==> config.mk <==
export PLATFORM = sky130hd
export DESIGN_NAME = bbc_ram
export DESIGN_NICKNAME = d
export VERILOG_FILES = /design/src/bbc_ram.sv
export SDC_FILE = /design/constraint.sdc
export NUM_CORES = 1
export LEC_CHECK = 0
export BUFFER_PORTS_ARGS = -buffer_cell sky130_fd_sc_hd__buf_4
export CELL_PAD_IN_SITES_DETAIL_PLACEMENT = 2
export CELL_PAD_IN_SITES_GLOBAL_PLACEMENT = 2
export CORE_UTILIZATION = 30
export CTS_CLUSTER_SIZE = 28
export DETAILED_ROUTE_END_ITERATION = 10
export PLACE_DENSITY_LB_ADDON = 0.1
export SYNTH_ARGS = -nofsm -noshare
export SYNTH_HDL_FRONTEND = slang
export SYNTH_SLANG_ARGS = --single-unit
==> constraint.sdc <==
create_clock -name clk -period 4.5 [get_ports clk]
set_input_delay 0.45 -clock clk [delete_from_list [all_inputs] [get_ports clk]]
set_output_delay 0.45 -clock clk [all_outputs]
set_load 0.005 [all_outputs]
==> src/bbc_ram.sv <==
// ============================================================================
// Generic simple dual-port RAM
// One write port and one read port with registered read data.
// ============================================================================
`default_nettype none

module bbc_ram #(
    parameter int WIDTH = 2,
    parameter int DEPTH = 64
) (
    input  wire logic                     clk,
    input  wire logic                     wr_en,
    input  wire logic [$clog2(DEPTH)-1:0] wr_addr,
    input  wire logic [WIDTH-1:0]         wr_data,
    input  wire logic [$clog2(DEPTH)-1:0] rd_addr,
    output logic      [WIDTH-1:0]         rd_data
);

    logic [WIDTH-1:0] mem [DEPTH];

    always_ff @(posedge clk) begin
        if (wr_en) begin
            mem[wr_addr] <= wr_data;
        end
        rd_data <= mem[rd_addr];
    end

endmodule

`default_nettype wire

==> summary by stage, run 1 <==
GRT
The routing layer with the top usage in global route is met2. The global-route met2 utilization is 26.45%. The fraction of met1 tracks used by global routing is 22.38%. Global routing used 16.72% of the available tracks across all layers. The number of antenna violations at the first check in global routing came to 0.

In the global route stage, met3 resource usage came out at 3.878%. The first global-routing pass estimated 21410 µm of wire. For this run the aggregate overflow at the end of global routing stands at 0. The maximum number of pins on one net before global-route repair is 65. The via count of the first global-routing pass is 3309.

Power
Summing internal, switching and leakage power gives 0.003000 W. For this design the total switching power over the nets is 0.0006285 W. The combinational group share of total power is 4.9%.

The cell-internal power is 0.002371 W. In this run switching power makes up 20.95% of total power. Of the total power, registers draw 44.8%.

The power per cell area is 472.3 nW/µm². The maximum vdd drop is 252.6 µV. Summed over all cells, the static leakage comes to 1.967 nW. The clock network is responsible for 50.3% of the overall power.

Setup path
The number of buffers and inverters on the critical path is 1. The cell depth of the worst flop-to-flop path is 5. The data required time of the worst path is 4.81 ns. STA classifies the critical path startpoint as an input port. In this run the worst path has a maximum fanout of 36. The path type of the worst setup path is input port to flop. The critical path data arrival time is 2.32 ns. Traced cell by cell, the critical path runs through buf_4 > mux4_2 > a22o_1 > o21ai_0 > a21oi_1 > a211o_1. The worst setup path is captured at a flop. Among all stages on the critical path, the largest delay is contributed by mux4_2. The critical path runs through a total of 6 cells.

The cell family contributing the most delay on the critical path is compound AO/OA/AOI/OAI gates. The peak per-stage delay on the critical path is 0.59 ns.

Clock tree
The number of levels in the clock H-tree is 4. The clock tree root driver cell is clkbuf_16. After clock tree synthesis, the setup repair step added 0 buffers.

The latest clock arrival within the worst-skew pair is 0.42 ns. Clock-pin slew was measured on the worst setup and hold paths at 0.06 ns. The number of buffers on the longest clock path is 2. The number of buffers created by CTS is 17.

TritonCTS built the clock tree. The number of sinks handled by clock tree synthesis is 130. The number of gates resized after CTS was 0. The number of hold buffers added after CTS is 0.

STA
The clock period minus worst slack is 2.010 ns. The number of hold violations in the final report came to 0. Across the routed clock network, the largest skew measured is 0.006827 ns. The final setup violation count is 0. The period utilization is 44.67%.

The worst relative slew slack is 51.50%. Setup repair after global routing left no endpoint under its margin. The maximum clock rate is 0.4975 GHz.

The final number of max-transition violations came to 0. The setup total negative slack is 0 ns. The worst hold margin is 0.3187 ns. The actual slew at the worst max-slew pin is 0.7275 ns.

Floorplan
The number of placed I/O pins is 18. The total number of placement rows is 48. The initial utilization of the core area, before any placement, comes to 30.99%.

The floorplan step set the die width to 136.1 µm. The die covers 18530 µm². The height of the die is 136.1 µm. The core region is 17420 µm².

Finish
The top cell types in the final layout, fill and taps aside, are edfxtp_1 (128), nor2_1 (70), mux4_2 (29). The antenna diode count is 0. The multi-input combinational cells in the finished layout cover a total of 1418 µm².

The fill cell total of the finished layout is 1730. In the final layout, flip-flops and latches occupy 3884 µm². Of the cells placed in the final design, the portion with a size suffix greater than 1 is 21.69%.

The most common library cell in the layout ignoring fill and taps is edfxtp_1. The net count reported at finish is 359. From synthesis to final layout, the design area changed by 17.66%.

Routing
The detailed-router iteration count before antenna repair is 4. The via count of the routed design is 2948. Wires add up to 13870 µm.

After detailed routing, the number of vias per cell comes to 5.083. The remaining routing DRC violations is 0. The count of nets left with antenna violations once routing finished came out at 0. The DRC violation total after the first TritonRoute iteration is 142.

The average routed wire per standard cell is 23.92 µm.

Yosys
The average instance in the mapped netlist occupies 16.66 µm². The distinct cell type count after synthesis is 37. The yosys synthesis warning count is 0. The cell count after synthesis is 324.

The share of the Yosys chip area taken by registers is 71.95%. In this run, synthesis inferred 128 flip-flops with an integrated enable. The count of state elements after synthesis is 130.

The main flop type after synthesis is edfxtp_1. The number of nets handed over by synthesis was 340. The post-synthesis instance area is 5398 µm².

The share of async-settable or async-resettable flops after synthesis is 0%.

Status
The run finished with clean final reports.

Hold path
The worst min-delay path category is input port to flop. The number of cells traversed by the worst hold path is 2.

Place
The routability congestion estimate is 0.6986. The HPWL after detailed placement is 8643 µm. The quantity of I/O buffers inserted on ports is 17.

Flow run
The tool flagged a number of max-cap violations equal to 0.
## cell usage after synthesis, types with 2 or more instances
master | count | area, µm²
a21o_1 | 2 | 15.01
a21oi_1 | 2 | 10.01
a22o_1 | 2 | 17.52
a22oi_1 | 6 | 45.04
a311oi_1 | 3 | 26.28
buf_2 | 2 | 10.01
buf_6 | 3 | 33.78
clkbuf_1 | 11 | 41.29
dfxtp_1 | 2 | 40.04
edfxtp_1 | 128 | 3844
mux2i_1 | 5 | 50.05
mux4_2 | 29 | 653.1
nand2_1 | 14 | 52.55
nand2b_1 | 4 | 25.02
nand3_1 | 7 | 35.03
nand3b_1 | 4 | 30.03
nand4_1 | 2 | 12.51
nor2_1 | 70 | 262.8
nor2b_1 | 7 | 43.79
nor3_1 | 2 | 10.01
o21ai_0 | 3 | 15.01
## worst register-to-register path, delay by kind of cell (launching register included)
family	cells	cell delay [ns]
AO/OA/AOI/OAI	4	0.70
multiplexers	1	0.49
flip-flops	1	0.41
## routing by layer
layer / vias to the layer above / wire [µm]
li1: 1310 / -
met1: 1567 / 6501
met2: 56 / 6669
met3: 15 / 528
met4: 0 / 175
met5: - / 0
## final cells by class
| cell class | instances | share of cell area (%) |
|---|---|---|
| timing repair buffer | 17 | 2.009 |
| inverter | 1 | 0.05910 |
| clock inverter | 14 | 3.329 |
| tap | 225 | 4.433 |
| clock buffer | 17 | 6.698 |
| multi-input combinational | 176 | 22.32 |
| sequential | 130 | 61.15 |
## registers in the layout, summed over array words and instances, names as in the netlist
name / cells
mem: 128
rd_data: 2
## logic make-up after synthesis
kind of cell	count (synthesis)	share of synthesized area [%]
and+or+nand+nor	116	9.620
AOI/OAI and AO/OA	25	3.408
buffers and inverters	18	1.785
DFF	130	71.95
muxes	35	13.24
## worst paths after layout
kind	startpoint	endpoint	slack [ns]
max	rd_addr[0]	rd_data[0]	2.49
min reg2reg	mem[1][1]	rd_data[1]	0.87
max reg2reg	mem[50][0]	rd_data[0]	2.79
min	rd_addr[5]	rd_data[1]	0.32
## power by group through the flow
stage          Combinational [W]  Clock (W)  Sequential [W]
6_report                0.000146    0.00151         0.00134
5_1_grt                 0.000161    0.00159         0.00134
4_1_cts                 0.000152    0.00154         0.00134
3_5_place_dp            0.000152          0         0.00137
3_3_place_gp            0.000149          0         0.00137
2_1_floorplan          0.0000843          0         0.00137
## through the flow
stage,util (%),worst slack (ns),instance area (µm²),std cells
5_1_grt,36.47,2.324,6351,580
2_1_floorplan,-,2.573,5398,324
3_5_place_dp,32.81,2.003,5714,549
4_1_cts,36.47,2.439,6351,580
6_report,36.47,2.490,6351,580
3_3_place_gp,32.81,1.980,5714,549
(Power assumes the default switching activity.)
==> run 2, diff against run 1 <==
clock period = 1.6 ns   (was 4.5 ns; I/O delays follow)
==> run 2 against run 1 <==
Against the previous run:
- the flow now finishes with violations (setup timing)
- wire length is 0.55% higher
- critical path depth fell by 1
- critical path type is now flop to flop
- largest power group unchanged
- first-iteration DRC count fell by 13%
==> summary by stage, run 2 (synthesis gave the netlist of run 1 again) <==
STA
Setup repair after global routing could not meet its margin everywhere. The worst relative slew slack is 66.57%. The number of hold violations in the final report is 0.

The worst hold margin is 0.05065 ns. The final number of max-transition violations came to 0. The final setup violation count is 2. The worst setup skew after layout is 0.004798 ns.

Across all setup checks in the final design, the least slack found is -0.02472 ns. The routed design could run at a clock period as short as 1.625 ns. For the pin with the worst max-slew slack, the measured transition is 0.4999 ns. The period utilization is 101.5%. The maximum clock rate is 0.6155 GHz.

GRT
The aggregate global routing overflow is 0. The via count of the first global-routing pass was 3399. The maximum number of pins on one net before global-route repair is 35. The number of antenna violations at the first check in global routing was 0. The first global-routing pass estimated 21510 µm of wire.

The overall fraction of global-route tracks in use is 16.90%.

Routing
The residual antenna-violating net count after detailed routing is 0. The detailed-router iteration count before antenna repair is 4. The routed design has 13950 µm of wire. The DRC violation total after the first TritonRoute iteration is 123. The via count of the routed design is 2979. For this run, design rule violations remaining after detail routing come to 0. The routed via count divided by cell count is 4.884. The average routed wire per standard cell is 22.87 µm.

Setup path
The slowest stage of the critical path is the mux4_2 cell. The worst setup path is captured at a flop. STA classifies the critical path startpoint as a flop. The critical path data arrival time is 1.93 ns. The family with the most delay on the worst path is compound AO/OA/AOI/OAI gates. The maximum fanout count along the critical path is 1. The peak per-stage delay on the critical path is 0.49 ns. By startpoint and endpoint, the worst setup path is classified as flop to flop. Together, buffers and inverters on the worst path number 0.

The critical path goes through mux4_2 > a22o_1 > o21ai_2 > a21oi_1 > a211o_1. STA puts the critical path data required time at 1.91 ns.

Clock tree
TritonCTS built the clock tree. The H-tree was split into 4 levels. The clock-pin slew reported for the worst setup and hold paths after clock tree synthesis is 0.05 ns.

TritonCTS created 17 clock buffers. The number of buffers on the longest clock path is 2. After clock tree synthesis, the setup repair step added 0 buffers.

The latest clock arrival within the worst-skew pair is 0.42 ns. The number of hold buffers added after CTS is 0. The clock tree root driver cell is clkbuf_16. The number of sinks handled by clock tree synthesis is 130.

Floorplan
The initial core utilization is 30.99%. The width of the die is 136.1 µm. For this design the top-level I/O count stands at 18. The die area is 18530 µm². In this run the standard cell core region covers 17420 µm². The total number of placement rows is 48. The height of the die is 136.1 µm.

Finish
In the layout the commonest cells are edfxtp_1 (128), nor2_1 (70), buf_4 (41). The antenna diode count is 0. The register with the most flip-flops in the layout has 128 of them. The fill cell total of the finished layout is 1714. The area overhead of the layout relative to synthesis is 23.55%. The most common library cell in the layout ignoring fill and taps is edfxtp_1. The footprint of the flip-flops and latches is 3884 µm². Cells with a size suffix above 1 make up 28.83% of the layout. The largest registers in the layout are mem x128, rd_data x2. The fraction of the core area covered by cells at the end of the flow is 38.29%. The multi-input combinational cells in the finished layout cover a total of 1450 µm².

The register with the most flip-flops is mem. In the final design database the tool counted 389 nets.

Flow run
Across the run, the number of max-cap violations was 0.

Status
The flow ran to the end, but the final reports show violations. The checks that failed: setup timing.

Power
VDD sags by at most 766.1 µV. The power per cell area is 1263 nW/µm². The design draws 0.008425 W.

In this run the static leakage power is 2.136 nW.

Hold path
In this run the worst hold path is classified as input port to flop.

Place
Detailed placement finished with a half-perimeter wire length of 9714 µm. The routability congestion estimate is 0.7020. In this run the tool buffered the top-level ports with 17 buffer cells.
-- run 2: layer usage --
metal	GRT usage (%)	share of wire, %
met5	0	0
met1	21.98	47
met2	27.27	50
met4	6.358	1.6
met3	4.027	2.2
-- run 2: final cells by class --
cell class                 instances  area share (%)
clock buffer                      19           6.492
clock inverter                    12           2.833
inverter                           1         0.05629
multi-input combinational        176           21.74
sequential                       130           58.24
tap                              225           4.221
timing repair buffer              47           6.417
-- run 2: through the flow --
step	cells	setup slack, ns	TNS (ns)	area [µm²]
after detailed placement	579	-0.2507	-0.4657	6015
after floorplan	324	0.007121	0	5418
after global routing	610	-0.09251	-0.1742	6669
final	610	-0.02472	-0.03222	6669
after global placement	579	-0.2255	-0.4384	6015
after CTS	610	-0.04972	-0.07776	6649
-- run 2: worst register-to-register path: stages (launching register included) --
cell      delay (ns)
edfxtp_1        0.39
mux4_2          0.49
a22o_1          0.21
o21ai_2         0.13
a21oi_1         0.07
a211o_1         0.22
-- run 2: power breakdown --
group / switching, W / internal (W)
combinational: 0.000274 / 0.000213
sequential: 0.00000973 / 0.00377
clock: 0.00142 / 0.00273
total: 0.00171 / 0.00672
-- run 2: path summary, 6_finish.rpt --
path / startpoint / to / slack, ns / cells past startpoint
max: mem[51][0] / rd_data[0] / -0.02 / 5
min: rd_addr[5] / rd_data[1] / 0.05 / 2
max reg2reg: mem[51][0] / rd_data[0] / -0.02 / 5
min reg2reg: mem[1][1] / rd_data[1] / 0.93 / 5
-- run 2: timing repair --
action,CTS,global route
cloned,0,0
resized for setup,3,5
pin swaps,3,1
endpoints found under the setup margin,2,2
